==> config.mk <==
export PLATFORM = sky130hd
export DESIGN_NAME = tcbg_window_unit
export DESIGN_NICKNAME = d
export VERILOG_FILES = /design/src/rtl/core/tcbg_pkg.sv /design/src/rtl/core/tcbg_window_unit.sv
export SDC_FILE = /design/constraint.sdc
export NUM_CORES = 1
export LEC_CHECK = 0
export BUFFER_PORTS_ARGS = -buffer_cell sky130_fd_sc_hd__clkbuf_2
export CORE_MARGIN = 5
export CORE_UTILIZATION = 57
export DETAILED_ROUTE_END_ITERATION = 10
export GPL_ROUTABILITY_DRIVEN = 0
export PLACE_DENSITY_LB_ADDON = 0.1
export SLEW_MARGIN = 10
export SYNTH_ARGS = -nofsm -noshare
export SYNTH_HDL_FRONTEND = slang
export SYNTH_SLANG_ARGS = --single-unit
==> constraint.sdc <==
create_clock -name clk -period 5.5 [get_ports clk]
set_clock_uncertainty 0.1 [all_clocks]
set_input_delay 1.1 -clock clk [delete_from_list [all_inputs] [get_ports clk]]
set_output_delay 1.1 -clock clk [all_outputs]
set_load 0.01 [all_outputs]
==> src/rtl/core/tcbg_pkg.sv <==
package tcbg_pkg;

    // character rom geometry, code*8+line addressing
    localparam int ROM_BYTES = 2048;
    localparam int ROM_AW    = 11;

    // command kinds
    localparam logic [1:0] KIND_WRITE = 2'd0;
    localparam logic [1:0] KIND_LOAD  = 2'd1;
    localparam logic [1:0] KIND_READ  = 2'd2;

    // configuration register indexes
    localparam logic [1:0] REG_SCREEN_BASE = 2'd0;
    localparam logic [1:0] REG_WIN_START   = 2'd1;
    localparam logic [1:0] REG_WIN_END     = 2'd2;

    // register reset values
    localparam logic [15:0] SCREEN_BASE_RST = 16'hD000;
    localparam logic [9:0]  WIN_START_RST   = 10'd0;
    localparam logic [9:0]  WIN_END_RST     = 10'd512;

    // horizontal visibility window
    typedef struct packed {
        logic [9:0] start_x;
        logic [9:0] end_x;
    } window_t;

endpackage

==> src/rtl/core/tcbg_window_unit.sv <==
module tcbg_window_unit (
    input  logic                clk,
    input  logic                rst_n,
    input  logic                load,
    input  logic [7:0]          pix_byte,
    input  logic [8:0]          base_x,
    input  tcbg_pkg::window_t   win,
    output logic                done,
    output logic [7:0]          mask
);

    logic       run_reg;
    logic [2:0] step_reg;
    logic       done_reg;
    logic [7:0] byte_reg;
    logic [8:0] base_reg;
    logic [7:0] mask_reg;
    logic [9:0] px;
    logic       hit;

    // one pixel per cycle through a single compare pair
    assign px  = {1'b0, base_reg} + {7'd0, step_reg};
    assign hit = byte_reg[3'd7 - step_reg] && (px >= win.start_x) && (px < win.end_x);

    always_ff @(posedge clk or negedge rst_n)
    begin
        if (!rst_n)
        begin
            run_reg  <= 1'b0;
            step_reg <= 3'd0;
            done_reg <= 1'b0;
        end
        else
        begin
            done_reg <= 1'b0;
            if (load)
            begin
                run_reg  <= 1'b1;
                step_reg <= 3'd0;
            end
            else if (run_reg)
            begin
                step_reg <= step_reg + 3'd1;
                if (step_reg == 3'd7)
                begin
                    run_reg  <= 1'b0;
                    done_reg <= 1'b1;
                end
            end
        end
    end

    always_ff @(posedge clk)
    begin
        if (load)
        begin
            byte_reg <= pix_byte;
            base_reg <= base_x;
            mask_reg <= 8'd0;
        end
        else if (run_reg)
        begin
            mask_reg[step_reg] <= hit;
        end
    end

    assign done = done_reg;
    assign mask = mask_reg;

endmodule

==> summary.md <==
| Metric | Value |
|---|---|
| Post-synth design cell area | `1881 sq um` |
| H-tree level count | `2` |
| Max-cap viol count | `0` |
| Top-level I/O count | `49` |
| FF+latch count, synth | `30` |
| Maximum operating frequency | `294.5 MHz` |
| Vias in the first global route | `1484` |
| Share of post-route cells with drive strength above 1 | `0.3102` |
| Slew Viols, Final | `0` |
| Iter 0 DRT Violations | `73` |
| RSZ-0062 raised after global routing | `no` |
| Reg clk slew, reported paths | `0.08 ns` |
| Final ANT Viol Nets | `0` |
| GRT Resource Usage Total | `0.1946` |
| WP depth | `10` |
| Clk buf depth | `2` |
| Initial core utilization | `0.6060` |
| Max incr delay on CP | `0.67 ns` |
| Final-stage net count | `280` |
| Routed vias | `1429` |
| Syn Area/Cell | `11.40 sq um` |
| CP max FO | `11` |
| Largest net degree at the start of global routing | `32` |
| Die X | `67.44 microns` |
| Max FFs per register | `9` |
| Crit-path slowest cell | `nor4_4` |
| Hold depth | `2` |
| Power per cell area | `232.8 nW/um^2` |
| Worst setup SP type | `flop` |
| First-pass GRT wire length | `6.527 mm` |
| CTS tree | `yes` |
| Buffers plus inverters on the worst setup path | `0` |
| Via density | `5.496` |
| Clk sinks | `30` |
| Input/output buffers | `48` |
| Die Area | `4548 sq um` |
| CP cell instances | `ha_1 -> a21o_1 -> a21oi_1 -> nor2_1 -> xnor2_1 -> ha_1 -> a211oi_1 -> nor2_1 -> nor4_4 -> o31ai_2` |
| Routed len/inst | `14.58 microns` |
| Syn nets | `230` |
| Worst path top cell family by delay | `simple AND/OR/NAND/NOR gates` |
| Post-CTS Resized | `0` |
| CTS buffer count | `5` |
| DP HPWL | `3.063 mm` |
| Tightest Pin Transition | `0.7363 ns` |
| Fillers | `266` |
| Setup TNS Final | `0 ns` |
| Ys Warns | `0` |
| Final Cell Area | `2180 sq um` |
| Post-route DRC | `0` |
| Kind of critical path | `reg -> reg` |
| Final hold violations | `0` |
| Syn Inst Count | `165` |
| Initial antenna violation count | `0` |
| Worst path arrival time | `3.47 ns` |
| Routed WL | `3.792 mm` |
| Core box area | `3103 sq um` |
| P_leak | `0.001051 uW` |
| Row count | `20` |
| Tcrit/Tclk final | `0.6173` |
| Netlist cell types | `32` |
| Fin crit period | `3.395 ns` |
| Total congestion overflow | `0` |
| Seq/Total Area, Yosys | `0.4232` |
| CTS hold repair buffers | `0` |
| Root Driver | `clkbuf_4` |
| Element type at the critical path end | `flop` |
| Layout area overhead | `15.90%` |
| Post-CTS setup buffer count | `0` |
| Max VDD drop | `0.0001421 V` |
| HP Class | `reg -> reg` |
| Outcome | `completed` |
| Req. time, crit path | `5.58 ns` |
| 1st-pass router iterations | `5` |
| R2r worst-path depth | `10` |
| Die height | `67.44 microns` |
| Final setup viols | `0` |
| Antenna diode instance count | `0` |
| Clk Latency, worst-skew pair | `0.33 ns` |
| DP Area | `2130 sq um` |
| Rel. slew slack | `0.5054` |
-- placed cells by master (no fill, tap or decap), types with 3 or more instances in the layout --
| cell | netlist | final |
|---|---|---|
| a21oi_1 | 6 | 6 |
| o31ai_2 | 8 | 8 |
| nand2_1 | 6 | 6 |
| nand2b_1 | 3 | 3 |
| nand3_1 | 5 | 5 |
| a21o_1 | 5 | 5 |
| ha_1 | 24 | 24 |
| inv_1 | 21 | 21 |
| edfxtp_1 | 17 | 17 |
| xnor2_1 | 6 | 6 |
| nand3b_1 | 8 | 8 |
| dfrtp_1 | 5 | 5 |
| clkbuf_2 | 0 | 48 |
| mux2i_1 | 3 | 3 |
| nor3b_1 | 3 | 3 |
| nand4_1 | 6 | 6 |
| nor2_1 | 7 | 7 |
| dfxtp_1 | 8 | 8 |
| a211oi_1 | 3 | 3 |
| clkbuf_4 | 0 | 5 |
-- cell type report --
class,count,area (sq um),share of cell area
flip-flops and latches,30,795.8,0.3651
well taps,44,55.05,0.02526
repair buffers,48,240.2,0.1102
clock inverters,2,8.758,0.004018
inverters,21,78.83,0.03617
multi-input cells,109,959.7,0.4403
clock buffers,6,41.29,0.01894
-- cell families after synthesis --
group | synth area share
adders and majority gates | 0.1703
AOI/OAI and AO/OA | 0.1111
and+or+nand+nor | 0.1517
DFF | 0.4232
muxes | 0.03992
buffers and inverters | 0.06653
xor gates and xnor gates | 0.03726
-- layer usage --
metal	vias to the layer above	wire length, microns	part of all wire	GRT usage
li1	694	-	-	-
met1	673	1577	0.42	0.2283
met2	53	1865	0.49	0.3350
met3	9	279	0.074	0.05324
met4	0	69	0.018	0.07848
met5	-	0	0	0
-- through the flow --
stage / worst slack, ns / hold slack, ns / util / cells / total power, uW
finish: 2.105 / 0.4130 / 0.7024 / 260 / 507.4
global route: 1.803 / 0.4385 / 0.7024 / 260 / 548.0
CTS: 2.049 / 0.4119 / 0.7024 / 260 / 515.5
detailed placement: 2.070 / 0.3963 / 0.6863 / 252 / 394.4
global placement: 2.253 / 0.3858 / 0.6863 / 252 / 385.6
floorplan: 2.584 / 0.4207 / - / 165 / 355.4
-- path summary, 6_finish.rpt --
check | from | endpoint | slack, ns
hold / removal | mask[0] | mask[0] | 0.41
setup reg to reg | step_reg[1] | mask[3] | 2.10
max in group asynchronous | rst_n | step_reg[2] | 4.67
setup / recovery | step_reg[1] | mask[3] | 2.10
hold reg to reg | mask[0] | mask[0] | 0.41
min in group asynchronous | rst_n | step_reg[0] | 0.48
-- worst min-delay path, cell delays in order, from the launching register on --
cell,delay [ns]
dfxtp_1,0.32
nand3b_1,0.09
o31ai_2,0.06
-- where the power goes --
group          internal [uW]  switching [uW]  leakage, uW
Sequential               252            13.4     0.000293
Combinational           58.9            65.1     0.000728
Clock                   47.9            70.4    0.0000297
Total                    358             149      0.00105
-- synth_stat cells (all sizes together) --
master / n / share of area
nor4: 1 / 0.011
a41oi: 1 / 0.0047
fa: 1 / 0.011
o21ai: 2 / 0.0053
dfrtp: 5 / 0.067
ha: 24 / 0.16
mux4: 2 / 0.024
inv: 21 / 0.042
xor2: 2 / 0.0093
nor2: 7 / 0.014
o31ai: 8 / 0.053
nand2b: 3 / 0.010
nand3b: 8 / 0.032
nand4: 6 / 0.020
nor3b: 3 / 0.012
and2b: 3 / 0.013
buf: 5 / 0.025
or2: 1 / 0.0033
a21oi: 6 / 0.016
nand2: 6 / 0.012
nand3: 5 / 0.013
nor3: 2 / 0.0053
dfxtp: 8 / 0.085
xnor2: 6 / 0.028
or4: 1 / 0.0060
edfxtp: 17 / 0.27
a21o: 5 / 0.020
a211oi: 3 / 0.012
mux2i: 3 / 0.016
No activity file was read; power rests on OpenSTA's default activity.
